<file path="config.mk">
export PLATFORM = sky130hd
export DESIGN_NAME = graph_adjacency_closure_engine
export DESIGN_NICKNAME = d
export VERILOG_FILES = /design/src/design/gace_pkg.sv /design/src/design/gace_ram.sv /design/src/design/gace_seq.sv /design/src/design/graph_adjacency_closure_engine.sv
export SDC_FILE = /design/constraint.sdc
export NUM_CORES = 1
export LEC_CHECK = 0
export BUFFER_PORTS_ARGS = -buffer_cell sky130_fd_sc_hd__buf_2
export CAP_MARGIN = 0
export CORE_ASPECT_RATIO = 1.2
export CORE_MARGIN = 3
export CORE_UTILIZATION = 35
export CTS_BUF_LIST = sky130_fd_sc_hd__clkbuf_4
export DETAILED_ROUTE_END_ITERATION = 10
export PLACE_DENSITY = 0.5
export SYNTH_ARGS = -nofsm -noshare
export SYNTH_HDL_FRONTEND = slang
export SYNTH_SLANG_ARGS = --single-unit
</file>
<file path="constraint.sdc">
create_clock -name clk_i -period 6.67 [get_ports clk_i]
set_input_delay 0.667 -clock clk_i [delete_from_list [all_inputs] [get_ports clk_i]]
set_output_delay 0.667 -clock clk_i [all_outputs]
set_load 0.1 [all_outputs]
</file>
<file path="src/design/gace_pkg.sv">
// shared types, constants and helpers for the adjacency closure engine
`timescale 1ns / 1ps
package gace_pkg;

  // sizes fixed by the payload fields
  localparam int MaxVertices = 16;
  localparam int VtxW        = 4;
  localparam int RowW        = 16;
  localparam int CntW        = 5;
  localparam int EdgeW       = 7;

  typedef logic [VtxW-1:0]  vtx_t;
  typedef logic [RowW-1:0]  row_t;
  typedef logic [CntW-1:0]  cnt_t;
  typedef logic [EdgeW-1:0] edge_cnt_t;

  localparam cnt_t      VcountMin = CntW'(1);
  localparam cnt_t      VcountMax = CntW'(MaxVertices);
  localparam edge_cnt_t MaxEdges  = EdgeW'(MaxVertices * (MaxVertices - 1) / 2);

  // request kinds
  localparam logic [1:0] KindAdd     = 2'd0;
  localparam logic [1:0] KindRemove  = 2'd1;
  localparam logic [1:0] KindQuery   = 2'd2;
  localparam logic [1:0] KindClosure = 2'd3;

  // result status codes
  localparam logic [1:0] StatOk       = 2'd0;
  localparam logic [1:0] StatSelfLoop = 2'd1;
  localparam logic [1:0] StatRange    = 2'd2;
  localparam logic [1:0] StatAbsent   = 2'd3;

  // one port pair of a row memory: one write and one read per cycle
  typedef struct packed {
    logic we;
    vtx_t waddr;
    row_t wdata;
    vtx_t raddr;
  } ram_req_t;

  // vertex count and its clear pulse
  typedef struct packed {
    logic clear;
    cnt_t vcount;
  } cfg_t;

  // single bit at a vertex position
  function automatic row_t vtx_bit(vtx_t v);
    row_t r;
    r    = '0;
    r[v] = 1'b1;
    return r;
  endfunction

  // ones below the vertex count
  function automatic row_t low_mask(cnt_t n);
    row_t r;
    for (int j = 0; j < RowW; j++) begin
      r[j] = (j < int'(n));
    end
    return r;
  endfunction

endpackage

</file>
<file path="src/design/gace_ram.sv">
// generic single write, single read ram with registered read data
`timescale 1ns / 1ps
module gace_ram #(
  parameter int WIDTH = 16,
  parameter int DEPTH = 16
) (
  input  logic                     clk_i,
  input  logic                     we_i,
  input  logic [$clog2(DEPTH)-1:0] waddr_i,
  input  logic [WIDTH-1:0]         wdata_i,
  input  logic [$clog2(DEPTH)-1:0] raddr_i,
  output logic [WIDTH-1:0]         rdata_o
);

  logic [WIDTH-1:0] mem_q [DEPTH];
  logic [WIDTH-1:0] rdata_q;

  // write port and registered read port
  always_ff @(posedge clk_i) begin
    if (we_i) begin
      mem_q[waddr_i] <= wdata_i;
    end
    rdata_q <= mem_q[raddr_i];
  end

  assign rdata_o = rdata_q;

endmodule

</file>
<file path="src/design/gace_seq.sv">
// request sequencer: edge updates, warshall passes and result emission over two row rams
`timescale 1ns / 1ps
module gace_seq (
  input  logic                      clk_i,
  input  logic                      rst_ni,
  input  logic                      start_i,
  input  logic [1:0]                kind_i,
  input  gace_pkg::vtx_t            source_vertex_i,
  input  gace_pkg::vtx_t            dest_vertex_i,
  input  gace_pkg::cfg_t            cfg_i,
  input  gace_pkg::row_t            adj_rdata_i,
  input  gace_pkg::row_t            clo_rdata_i,
  output gace_pkg::ram_req_t        adj_req_o,
  output gace_pkg::ram_req_t        clo_req_o,
  output logic                      busy_o,
  output logic                      result_valid_o,
  output logic [1:0]                status_o,
  output logic                      edge_present_o,
  output gace_pkg::vtx_t            row_index_o,
  output gace_pkg::row_t            reach_row_o,
  output gace_pkg::edge_cnt_t       edge_total_o,
  output logic                      last_o
);

  localparam logic [2:0] S_IDLE    = 3'd0;
  localparam logic [2:0] S_EDGE_RD = 3'd1;
  localparam logic [2:0] S_EDGE_WR = 3'd2;
  localparam logic [2:0] S_INIT    = 3'd3;
  localparam logic [2:0] S_PASS    = 3'd4;
  localparam logic [2:0] S_EMIT    = 3'd5;

  logic [2:0]                     state_q, state_d;
  gace_pkg::cnt_t                 cnt_q, cnt_d;
  gace_pkg::vtx_t                 k_q, k_d;
  logic                           wpend_q, wpend_d;
  gace_pkg::vtx_t                 widx_q, widx_d;
  gace_pkg::row_t                 pivot_q, pivot_d;
  gace_pkg::row_t                 pnxt_q, pnxt_d;
  gace_pkg::edge_cnt_t            edge_cnt_q, edge_cnt_d;
  gace_pkg::row_t                 row_valid_q, row_valid_d;
  logic                           adj_ok_q, adj_ok_d;
  logic [1:0]                     kind_q, kind_d;
  gace_pkg::vtx_t                 src_q, src_d;
  gace_pkg::vtx_t                 dst_q, dst_d;
  logic                           res_valid_q, res_valid_d;
  logic [1:0]                     status_q, status_d;
  logic                           present_q, present_d;
  gace_pkg::vtx_t                 rowidx_q, rowidx_d;
  gace_pkg::row_t                 reach_q, reach_d;
  logic                           last_q, last_d;

  gace_pkg::ram_req_t             adj_req, clo_req;
  gace_pkg::row_t                 adj_row, vmask, upd_row;
  logic                           rd_issue, in_range, edge_bit, clo_rd;
  gace_pkg::cnt_t                 n_last;

  // shared decode
  assign adj_row  = adj_rdata_i & {gace_pkg::RowW{adj_ok_q}};
  assign vmask    = gace_pkg::low_mask(cfg_i.vcount);
  assign rd_issue = cnt_q < cfg_i.vcount;
  assign n_last   = cfg_i.vcount - gace_pkg::CntW'(1);
  assign in_range = ({1'b0, src_q} < cfg_i.vcount) && ({1'b0, dst_q} < cfg_i.vcount);
  assign edge_bit = adj_row[dst_q];
  assign upd_row  = clo_rdata_i[k_q] ? (clo_rdata_i | pivot_q) : clo_rdata_i;
  assign clo_rd   = rd_issue && ((state_q == S_PASS) || (state_q == S_EMIT));

  // next state and memory requests
  always_comb begin
    state_d     = state_q;
    cnt_d       = cnt_q;
    k_d         = k_q;
    wpend_d     = 1'b0;
    widx_d      = widx_q;
    pivot_d     = pivot_q;
    pnxt_d      = pnxt_q;
    edge_cnt_d  = edge_cnt_q;
    row_valid_d = row_valid_q;
    kind_d      = kind_q;
    src_d       = src_q;
    dst_d       = dst_q;
    res_valid_d = 1'b0;
    status_d    = gace_pkg::StatOk;
    present_d   = 1'b0;
    rowidx_d    = '0;
    reach_d     = '0;
    last_d      = 1'b0;
    adj_req     = '0;
    clo_req     = '0;

    unique case (state_q)
      S_IDLE: begin
        adj_req.raddr = source_vertex_i;
        if (start_i) begin
          kind_d = kind_i;
          src_d  = source_vertex_i;
          dst_d  = dest_vertex_i;
          cnt_d  = '0;
          if (kind_i == gace_pkg::KindClosure) begin
            state_d = S_INIT;
          end else begin
            state_d = S_EDGE_RD;
          end
        end
      end

      // row of the source is back: decide, write it, fetch the dest row
      S_EDGE_RD: begin
        adj_req.raddr = dst_q;
        state_d       = S_IDLE;
        unique case (kind_q)
          gace_pkg::KindQuery: begin
            res_valid_d = 1'b1;
            last_d      = 1'b1;
            status_d    = in_range ? gace_pkg::StatOk : gace_pkg::StatRange;
            present_d   = in_range & edge_bit;
          end
          gace_pkg::KindAdd: begin
            priority if (src_q == dst_q) begin
              res_valid_d = 1'b1;
              last_d      = 1'b1;
              status_d    = gace_pkg::StatSelfLoop;
            end else if (!in_range) begin
              res_valid_d = 1'b1;
              last_d      = 1'b1;
              status_d    = gace_pkg::StatRange;
            end else begin
              adj_req.we         = 1'b1;
              adj_req.waddr      = src_q;
              adj_req.wdata      = adj_row | gace_pkg::vtx_bit(dst_q);
              row_valid_d[src_q] = 1'b1;
              if (!edge_bit) begin
                edge_cnt_d = edge_cnt_q + gace_pkg::EdgeW'(1);
              end
              state_d = S_EDGE_WR;
            end
          end
          gace_pkg::KindRemove: begin
            priority if (!in_range) begin
              res_valid_d = 1'b1;
              last_d      = 1'b1;
              status_d    = gace_pkg::StatRange;
            end else if (!edge_bit) begin
              res_valid_d = 1'b1;
              last_d      = 1'b1;
              status_d    = gace_pkg::StatAbsent;
            end else begin
              adj_req.we         = 1'b1;
              adj_req.waddr      = src_q;
              adj_req.wdata      = adj_row & ~gace_pkg::vtx_bit(dst_q);
              row_valid_d[src_q] = 1'b1;
              edge_cnt_d         = edge_cnt_q - gace_pkg::EdgeW'(1);
              state_d            = S_EDGE_WR;
            end
          end
          default: begin
            state_d = S_IDLE;
          end
        endcase
      end

      // symmetric bit in the dest row
      S_EDGE_WR: begin
        adj_req.we    = 1'b1;
        adj_req.waddr = dst_q;
        if (kind_q == gace_pkg::KindAdd) begin
          adj_req.wdata = adj_row | gace_pkg::vtx_bit(src_q);
        end else begin
          adj_req.wdata = adj_row & ~gace_pkg::vtx_bit(src_q);
        end
        row_valid_d[dst_q] = 1'b1;
        res_valid_d        = 1'b1;
        last_d             = 1'b1;
        state_d            = S_IDLE;
      end

      // copy adjacency rows with the diagonal into the closure ram
      S_INIT: begin
        adj_req.raddr = cnt_q[gace_pkg::VtxW-1:0];
        if (rd_issue) begin
          cnt_d   = cnt_q + gace_pkg::CntW'(1);
          wpend_d = 1'b1;
          widx_d  = cnt_q[gace_pkg::VtxW-1:0];
        end
        if (wpend_q) begin
          clo_req.we    = 1'b1;
          clo_req.waddr = widx_q;
          clo_req.wdata = (adj_row | gace_pkg::vtx_bit(widx_q)) & vmask;
          if (widx_q == '0) begin
            pivot_d = clo_req.wdata;
          end
        end
        if (!rd_issue) begin
          cnt_d   = '0;
          k_d     = '0;
          state_d = S_PASS;
        end
      end

      // one warshall pass per pivot, next pivot row caught as it is written
      S_PASS: begin
        clo_req.raddr = cnt_q[gace_pkg::VtxW-1:0];
        if (rd_issue) begin
          cnt_d   = cnt_q + gace_pkg::CntW'(1);
          wpend_d = 1'b1;
          widx_d  = cnt_q[gace_pkg::VtxW-1:0];
        end
        if (wpend_q) begin
          clo_req.we    = 1'b1;
          clo_req.waddr = widx_q;
          clo_req.wdata = upd_row;
          if ({1'b0, widx_q} == ({1'b0, k_q} + gace_pkg::CntW'(1))) begin
            pnxt_d = upd_row;
          end
        end
        if (!rd_issue) begin
          cnt_d = '0;
          if ({1'b0, k_q} == n_last) begin
            state_d = S_EMIT;
          end else begin
            k_d     = k_q + gace_pkg::VtxW'(1);
            pivot_d = pnxt_d;
          end
        end
      end

      // stream the reachability rows out
      S_EMIT: begin
        clo_req.raddr = cnt_q[gace_pkg::VtxW-1:0];
        if (rd_issue) begin
          cnt_d   = cnt_q + gace_pkg::CntW'(1);
          wpend_d = 1'b1;
          widx_d  = cnt_q[gace_pkg::VtxW-1:0];
        end
        if (wpend_q) begin
          res_valid_d = 1'b1;
          rowidx_d    = widx_q;
          reach_d     = clo_rdata_i;
          last_d      = ({1'b0, widx_q} == n_last);
        end
        if (!rd_issue) begin
          state_d = S_IDLE;
        end
      end

      default: begin
        state_d = S_IDLE;
      end
    endcase

    // vertex count write empties the adjacency store
    if (cfg_i.clear) begin
      row_valid_d = '0;
      edge_cnt_d  = '0;
    end
  end

  assign adj_ok_d = row_valid_q[adj_req.raddr];

  // control registers
  always_ff @(posedge clk_i or negedge rst_ni) begin
    if (!rst_ni) begin
      state_q     <= S_IDLE;
      cnt_q       <= '0;
      k_q         <= '0;
      wpend_q     <= 1'b0;
      edge_cnt_q  <= '0;
      row_valid_q <= '0;
      adj_ok_q    <= 1'b0;
      res_valid_q <= 1'b0;
    end else begin
      state_q     <= state_d;
      cnt_q       <= cnt_d;
      k_q         <= k_d;
      wpend_q     <= wpend_d;
      edge_cnt_q  <= edge_cnt_d;
      row_valid_q <= row_valid_d;
      adj_ok_q    <= adj_ok_d;
      res_valid_q <= res_valid_d;
    end
  end

  // payload registers
  always_ff @(posedge clk_i) begin
    widx_q    <= widx_d;
    pivot_q   <= pivot_d;
    pnxt_q    <= pnxt_d;
    kind_q    <= kind_d;
    src_q     <= src_d;
    dst_q     <= dst_d;
    status_q  <= status_d;
    present_q <= present_d;
    rowidx_q  <= rowidx_d;
    reach_q   <= reach_d;
    last_q    <= last_d;
  end

  assign adj_req_o      = adj_req;
  assign clo_req_o      = clo_req;
  assign busy_o         = (state_q != S_IDLE);
  assign result_valid_o = res_valid_q;
  assign status_o       = status_q;
  assign edge_present_o = present_q;
  assign row_index_o    = rowidx_q;
  assign reach_row_o    = reach_q;
  assign edge_total_o   = edge_cnt_q;
  assign last_o         = last_q;

`ifndef SYNTHESIS
  // every return to idle delivers the final result of the request
  a_idle_after_last: assert property (@(posedge clk_i) disable iff (!rst_ni)
    ((state_q == S_IDLE) && ($past(state_q) != S_IDLE)) |-> (res_valid_q && last_q))
    else $error("returned to idle without a final result");

  // the edge count stays within a simple graph
  a_edge_bound: assert property (@(posedge clk_i) disable iff (!rst_ni)
    edge_cnt_q <= gace_pkg::MaxEdges)
    else $error("edge count above the maximum");

  // the closure ram is never read and written at one row in a cycle
  a_clo_no_overlap: assert property (@(posedge clk_i) disable iff (!rst_ni)
    (clo_req.we && clo_rd) |-> (clo_req.waddr != clo_req.raddr))
    else $error("closure ram read and write collide");

  // adjacency writes only during edge updates
  a_adj_write_state: assert property (@(posedge clk_i) disable iff (!rst_ni)
    adj_req.we |-> ((state_q == S_EDGE_RD) || (state_q == S_EDGE_WR)))
    else $error("adjacency write outside an edge update");

  // closure rows come out back to back up to the marked one
  a_rows_contiguous: assert property (@(posedge clk_i) disable iff (!rst_ni)
    (res_valid_q && !last_q) |=> res_valid_q)
    else $error("gap in the closure row stream");
`endif

endmodule

</file>
<file path="src/design/graph_adjacency_closure_engine.sv">
// top level of the adjacency closure engine: vertex count register and row memories
//
//   channel   | signals                                         | handshake
//   ----------+-------------------------------------------------+--------------------------
//   request   | kind_i, source_vertex_i, dest_vertex_i          | start_i while busy_o low
//   result    | status_o, edge_present_o, row_index_o,          | result_valid_o, one cycle
//             | reach_row_o, edge_total_o, last_o               |
//   config    | cfg_wdata_i (vertex count)                      | cfg_we_i, one cycle
//
// query and rejected requests: busy while the source row is checked, result the cycle after it
// accepted add or remove: busy while the source row, then the dest row, is read and rewritten
// closure over n vertices: busy through the fill, n pivot passes and row readout, paced by
//   the one read and one write per cycle of the closure ram; the n rows come out back to
//   back with no gap
// reset gives 16 vertices and an empty graph, no clearing pass is needed
// results cannot be held off; a vertex count write clears all edges at once
`timescale 1ns / 1ps
module graph_adjacency_closure_engine (
  input  logic                 clk_i,
  input  logic                 rst_ni,
  input  logic                 start_i,
  output logic                 busy_o,
  input  logic [1:0]           kind_i,
  input  logic [3:0]           source_vertex_i,
  input  logic [3:0]           dest_vertex_i,
  input  logic                 cfg_we_i,
  input  logic [4:0]           cfg_wdata_i,
  output logic                 result_valid_o,
  output logic [1:0]           status_o,
  output logic                 edge_present_o,
  output logic [3:0]           row_index_o,
  output logic [15:0]          reach_row_o,
  output logic [6:0]           edge_total_o,
  output logic                 last_o
);

  gace_pkg::cnt_t     vcount_q, vcount_d;
  gace_pkg::cfg_t     cfg;
  gace_pkg::ram_req_t adj_req, clo_req;
  gace_pkg::row_t     adj_rdata, clo_rdata;

  // saturate the vertex count into its legal range
  always_comb begin
    vcount_d = vcount_q;
    if (cfg_we_i) begin
      priority if (cfg_wdata_i < gace_pkg::VcountMin) begin
        vcount_d = gace_pkg::VcountMin;
      end else if (cfg_wdata_i > gace_pkg::VcountMax) begin
        vcount_d = gace_pkg::VcountMax;
      end else begin
        vcount_d = cfg_wdata_i;
      end
    end
  end

  always_ff @(posedge clk_i or negedge rst_ni) begin
    if (!rst_ni) begin
      vcount_q <= gace_pkg::VcountMax;
    end else begin
      vcount_q <= vcount_d;
    end
  end

  assign cfg.clear  = cfg_we_i;
  assign cfg.vcount = vcount_q;

  // adjacency rows
  gace_ram #(
    .WIDTH (gace_pkg::RowW),
    .DEPTH (gace_pkg::MaxVertices)
  ) u_adj_ram (
    .clk_i   (clk_i),
    .we_i    (adj_req.we),
    .waddr_i (adj_req.waddr),
    .wdata_i (adj_req.wdata),
    .raddr_i (adj_req.raddr),
    .rdata_o (adj_rdata)
  );

  // closure rows
  gace_ram #(
    .WIDTH (gace_pkg::RowW),
    .DEPTH (gace_pkg::MaxVertices)
  ) u_clo_ram (
    .clk_i   (clk_i),
    .we_i    (clo_req.we),
    .waddr_i (clo_req.waddr),
    .wdata_i (clo_req.wdata),
    .raddr_i (clo_req.raddr),
    .rdata_o (clo_rdata)
  );

  // request sequencer
  gace_seq u_seq (
    .clk_i           (clk_i),
    .rst_ni          (rst_ni),
    .start_i         (start_i),
    .kind_i          (kind_i),
    .source_vertex_i (source_vertex_i),
    .dest_vertex_i   (dest_vertex_i),
    .cfg_i           (cfg),
    .adj_rdata_i     (adj_rdata),
    .clo_rdata_i     (clo_rdata),
    .adj_req_o       (adj_req),
    .clo_req_o       (clo_req),
    .busy_o          (busy_o),
    .result_valid_o  (result_valid_o),
    .status_o        (status_o),
    .edge_present_o  (edge_present_o),
    .row_index_o     (row_index_o),
    .reach_row_o     (reach_row_o),
    .edge_total_o    (edge_total_o),
    .last_o          (last_o)
  );

endmodule

</file>
# After elaboration in Yosys (flattened, before gate mapping)
# Memory sizes are Yosys's and may differ from the RTL's. A register that Yosys moved wholly into a read port is not among the register bits.
# Index checks and enable logic that the tools add are counted.
[word_totals] ff_bits=113 mem_bits_rw=512 inputBits=19 output_inout_bits=33 elab_cells=216 memories=2
[op_classes] add_sub_neg=6 order_cmp=29 eq_ne=31 mux=89 n_bitwise=13 reduce_logical=26
[memory_table] memory="u_adj_ram.mem_q" depth=16 width=16 read_ports=1 rd_ports_with_merged_regs=1 write_ports=1 line_no="gace_ram.sv:15" rtl="logic [WIDTH-1:0] mem_q [DEPTH];"
[memory_table] memory="u_clo_ram.mem_q" depth=16 width=16 read_ports=1 rd_ports_with_merged_regs=1 write_ports=1 line_no="gace_ram.sv:15"
[op_table] cell="$mux 16" count=13
[op_table] cell="$mux 21" count=6
[op_table] cell="$pmux 21 s2" count=3
[op_table] cell="$or 16x16->16" count=6
[op_table] cell="$pmux 16 s2" count=3
[op_table] cell="$and 16x16->16" count=4
[op_table] cell="$mux 7" count=7
[op_table] cell="$lt 4x5->1 const A" count=8
[op_table] cell="$not 16->16" count=2
[op_table] cell="$lt 4x5->1 const B" count=5
[op_table] cell="$mux 5" count=5
[op_table] cell="$mux 3" count=7
[op_table] cell="$lt 3x5->1 const A" count=4
[op_table] cell="$mux 1" count=18
[op_table] cell="$mux 4" count=4
[op_table] cell="$ne 4x3->1 const B" count=4
[op_table] cell="$eq 4x5->1" count=3
[op_table] cell="$pmux 3 s5" count=1
[op_table] cell="$pmux 5 s3" count=1
[op_table] cell="$mux 2" count=7
[op_table] cell="$pmux 7 s2" count=1
[op_table] cell="$bmux 1 s4" count=3
[op_table] cell="$demux 1 s4" count=3
[op_table] cell="$ge 4x1->1 const B" count=3
[op_table] cell="43 further kinds" count=73

# Depth between registers and ports, before layout
[logic_depth] ltp_word=12 ltp_mapped=11 mapped_depth_nobuf=10

# By module
# Synthesis repeated with hierarchy kept, for this count alone.
[hier_totals] cells_unflattened=1673 hier_area_um2=27253.6
[modules_own_cells] module="gace_ram" n_inst=2 cells_each=432 area_each_um2=10042.1 seq_area_each_um2=8007.7
[modules_own_cells] module="gace_seq" n_inst=1 cells_each=788 area_each_um2=6940.4 seq_area_each_um2=2812.7
[modules_own_cells] module="graph_adjacency_closure_engine" n_inst=1 cells_each=21 area_each_um2=229.0 seq_area_each_um2=126.4

# Least setup slack after synthesis
# OpenSTA, ideal clock, no wires.
[synth_path] path_type="register to register" from="register vcount_q[2]" to="memory u_adj_ram.mem_q[8][0], enable pin" setup_ns=0.388 t_arrival_ns=2.980 required_time_ns=6.282 path_slack_ns=3.302 path_stages_with_launch=11 path_buffers=1 synth_period_minus_slack_ns=3.368 cell_sequence="dfrtp_1 -> clkbuf_1 -> inv_2 -> ha_1 -> or4_1 -> a21oi_1 -> nor3_1 -> nor2_2 -> and2_2 -> a41oi_2 -> nor2_1"
[synth_between] elab_chain_cells=8 elab_cells_between_ends=10 cone_classes="order compare (2); mux (7); reduce/logical (1)"
[synth_rtl] element="start, declared" line_no="graph_adjacency_closure_engine.sv:37" rtl="gace_pkg::cnt_t vcount_q, vcount_d;"
[synth_rtl] element="start signal, assigned" line_no="graph_adjacency_closure_engine.sv:58" rtl="vcount_q <= gace_pkg::VcountMax;"
[synth_rtl] element="start signal, assigned" line_no="graph_adjacency_closure_engine.sv:60" rtl="vcount_q <= vcount_d;"
[synth_rtl] element="$lt 4x5->1" line_no="gace_seq.sv:62" rtl="assign in_range = ({1'b0, src_q} < cfg_i.vcount) && ({1'b0, dst_q} < cfg_i.vcount);"
[synth_rtl] element="$logic_and 1x1->1 *" line_no="gace_seq.sv:62"
[synth_rtl] element="$mux 21" line_no="gace_seq.sv:122" rtl="end else if (!in_range) begin"
[synth_rtl] element="$mux 21" line_no="gace_seq.sv:118" rtl="priority if (src_q == dst_q) begin"
[synth_rtl] element="$pmux 21 s2 *" line_no="gace_seq.sv:110" rtl="unique case (kind_q)"
[synth_rtl] element="$pmux 21 s2 *" line_no="gace_seq.sv:90" rtl="unique case (state_q)"
[synth_rtl] element="$mux 1" line_no="gace_ram.sv:20" rtl="if (we_i) begin"
[synth_rtl] element="$mux 1 (implied by the code)" line_no="gace_ram.sv:21" rtl="mem_q[waddr_i] <= wdata_i;"
[synth_rtl] element="end, declared" line_no="gace_ram.sv:15"
# Every way passes the cells marked *; elsewhere a longest branch is shown, timed or not.

==> results.toml <==
[outcome]
status = "finished clean"

[setup_path]
r2r-end = "u_adj_ram.mem_q[13][14]$_DFFE_PP_"
start_kind = "register"
path_delay_family = "compound AO/OA/AOI/OAI gates"
reg2reg_depth = 5
rrSetupSlack_ps = 2550
cp_max_fo = 19
path_cells = "nor2_1 > nand2_1 > a21oi_2 > a31oi_1 > o22ai_1"
reg2reg_from = "u_seq.kind_q[0]$_DFFE_PP_"
slowest_stage = "nor2_1"
cp_num_buf_inv = 0
required_ps = 7280
cpPeakStageDelay_ps = 990
path_class = "register to register"
worstPathArrival_ps = 4730
endpoint_kind = "register"

[global_route]
grtUsageTotal = 0.175
grt_pass1_vias = 16363
antenna_found_initial = 4
grt_pass1_wl_um = 105000
grt_max_degree = 65
grt.overflow.total = 0

[final_layout]
drive_above_1_share = 0.289
nets = 1875
final-instance-count-excl-fill = 2999
syn_to_final_growth_pct = 14.6
fillers = 7171

[cts]
cts_buffer_depth = 3
path_clk_slew_ps = 70
worstSkewPairLatency_ps = 1010
postCtsSetupBuffers = 0
root_buffer = "clkbuf_4"
h-tree-depth = 4
cts_tree = "yes"
cts_buffers = 171
cts_sinks = 657

[min_path]
hold_path.class = "primary input to register"
whs_endpoint = "vcount_q[0]$_DFFE_PN0P_"
hold_depth = 6
min-delay-start = "cfg_wdata_i[2]"

[sta]
layout_min_cycle_time_ps = 4120
hold_viol = 0
fin_crit_sh = 0.618
worstMarginPinSlew_ps = 1330
fin_skew_ps = 88.1
clock.fmax_ghz = 0.243
slew_viol_final = 0
setup_viol = 0
fin_setup_tns_ps = 0
relSlewSlack = 0.111
rsz0062_at_grt = "no"

[die]
die_area_sq_um = 81500
start_util = 0.355
coreArea_sq_um = 76900
boundaryPins = 52
die_w_um = 261
rows = 111
die_y_um = 312

[synth]
async_flop_share = 0.0654
ys.flop_type = "edfxtp_1"
postSynthAreaPerCell_sq_um = 16.6
ys_seq_area_frac = 0.694
yosysWarnings = 0
yosys.cell_types.count = 71
netlist_area_sq_um = 27300
postSynthCellCount = 1649
syn_nets = 1688
synth_seq_cells = 657
synth-edff-count = 558

[power_and_ir_drop]
switching_share = 0.320
max-vdd-ir-drop_v = 0.000213
power_leakage_uw = 0.0102
intPower_uw = 7620
p_per_area_nw_per_um2 = 358
pwr-share-clk = 0.312
comb_power_share = 0.239
p_sw_uw = 3590
seq_power_share = 0.449

[drt]
first_pass_iters = 5
wirelength_um = 70300
drc = 0
postRouteAntennaNets = 0
vias_per_cell = 5.23
drtIter0Drc = 1000
vias = 15671
wl_per_cell_um = 23.5

[place]
io_buffers = 51
gp_congestion = 0.851
dp.cells = 2664
dp_hpwl_um = 42300

[job]
maxCapViolCount = 0
cell usage after synthesis, types with 13 or more instances:
cell / number / share of area
nand2_1: 63 / 0.0087
inv_1: 13 / 0.0018
edfxtp_1: 558 / 0.61
o22ai_1: 69 / 0.016
nand2b_1: 21 / 0.0048
nor2_1: 116 / 0.016
a31oi_1: 28 / 0.0064
mux4_2: 118 / 0.097
a21oi_1: 54 / 0.0099
a21o_1: 17 / 0.0047
mux2i_1: 142 / 0.052
a21oi_2: 20 / 0.0064
and2_1: 34 / 0.0078
o21ai_0: 34 / 0.0062
dfrtp_1: 42 / 0.038
clkbuf_1: 53 / 0.0073
xnor2_1: 15 / 0.0048
buf_2: 25 / 0.0046
dfxtp_1: 56 / 0.041
ha_1: 19 / 0.0087
power groups by stage:
stage / registers [uW] / logic [uW] / clock network [uW]
floorplan: 5000 / 2060 / 0
global placement: 5110 / 2680 / 0
detailed placement: 5120 / 2710 / 0
CTS: 5030 / 2720 / 3630
global route: 5060 / 2890 / 3860
finish: 5030 / 2670 / 3500
routing by layer:
layer / share of wire / GRT usage / vias up
met4: 0.034 / 0.0756 / 0
li1: - / - / 7027
met2: 0.51 / 0.298 / 476
met5: 0 / 0 / -
met1: 0.40 / 0.214 / 8027
met3: 0.050 / 0.0370 / 141
cell type report:
cell class                      count  area, sq um  share of cell area
Antenna cell                        3         7.51            0.000240
Clock buffer                      246         1850              0.0589
Clock inverter                     70          397              0.0127
Inverter                           16         60.1             0.00192
Multi-Input combinational cell    879         8040               0.257
Sequential cell                   657        19000               0.605
Tap cell                         1017         1270              0.0406
Timing Repair Buffer              111          746              0.0238
cell families (layout without fill, tap and decap cells):
group,after synthesis,count (layout),share of synthesized area
DFF,657,657,0.694
and+or+nand+nor,288,288,0.0495
AOI/OAI and AO/OA,280,280,0.0677
muxes,266,266,0.153
buffers and inverters,113,443,0.0183
xor gates and xnor gates,25,25,0.00801
adders and majority gates,20,20,0.00943
other,0,3,0
sequential cells by signal, indices dropped and copies added (netlist names), 2 cells and up:
signal / flops
u_seq.k_q: 4
u_seq.kind_q: 2
u_seq.cnt_q: 5
u_seq.pnxt_q: 16
vcount_q: 5
u_seq.widx_q: 4
u_seq.pivot_q: 16
u_clo_ram.mem_q: 256
u_clo_ram.rdata_o: 16
u_seq.edge_total_o: 7
u_seq.status_o: 2
u_seq.state_q: 3
u_seq.row_index_o: 4
u_adj_ram.mem_q: 256
u_adj_ram.rdata_o: 16
u_seq.reach_row_o: 16
u_seq.dst_q: 4
u_seq.row_valid_q: 16
u_seq.src_q: 4
metrics by stage:
| stage | setup slack (ps) | power [uW] | util | hold WS, ps | area, sq um |
|---|---|---|---|---|---|
| after CTS | 2600 | 11400 | 0.407 | 57.7 | 31300 |
| after global placement | 2700 | 7790 | 0.376 | 471 | 28900 |
| after global routing | 2140 | 11800 | 0.407 | 139 | 31300 |
| final | 2550 | 11200 | 0.407 | 181 | 31300 |
| after detailed placement | 2650 | 7820 | 0.376 | 483 | 28900 |
| after floorplan | 3300 | 7060 | - | 371 | 27300 |
cell usage in the layout (no fill, tap or decap), drive strengths merged, types with 56 or more instances in the layout:
cell type    n
nor2       118
nand2       63
buf         95
mux2i      142
o22ai       69
clkbuf     246
dfxtp       56
a21oi       74
clkinv      60
edfxtp     558
mux4       121
worst min-delay path: cells and delay by family:
kind	cells	cell delay, ps
simple gates	4	250
compound gates	1	80
buf+inv	1	90
how the worst max path moves through the flow:
| stage | cells past startpoint | to | startpoint | slack (ps) |
|---|---|---|---|---|
| after floorplan | 10 | u_adj_ram.mem_q[8][0]$_DFFE_PP_ | vcount_q[2]$_DFFE_PN0P_ | 3300 |
| after global placement | 9 | u_adj_ram.mem_q[9][13]$_DFFE_PP_ | vcount_q[3]$_DFFE_PN0P_ | 2700 |
| after detailed placement | 7 | u_adj_ram.mem_q[8][13]$_DFFE_PP_ | u_seq.dst_q[0]$_DFFE_PP_ | 2650 |
| after CTS | 5 | u_adj_ram.mem_q[12][11]$_DFFE_PP_ | u_seq.kind_q[0]$_DFFE_PP_ | 2600 |
| after global routing | 5 | u_adj_ram.mem_q[12][11]$_DFFE_PP_ | u_seq.kind_q[1]$_DFFE_PP_ | 2140 |
| final | 5 | u_adj_ram.mem_q[13][14]$_DFFE_PP_ | u_seq.kind_q[0]$_DFFE_PP_ | 2550 |
timing repair:
| action | 4_1_cts | 5_1_grt |
|---|---|---|
| hold buffers | 16 | 0 |
| hold endpoints to repair | 58 | 0 |
| gates resized for setup | 0 | 0 |
Note: power is estimated with default switching activity, not from simulation.
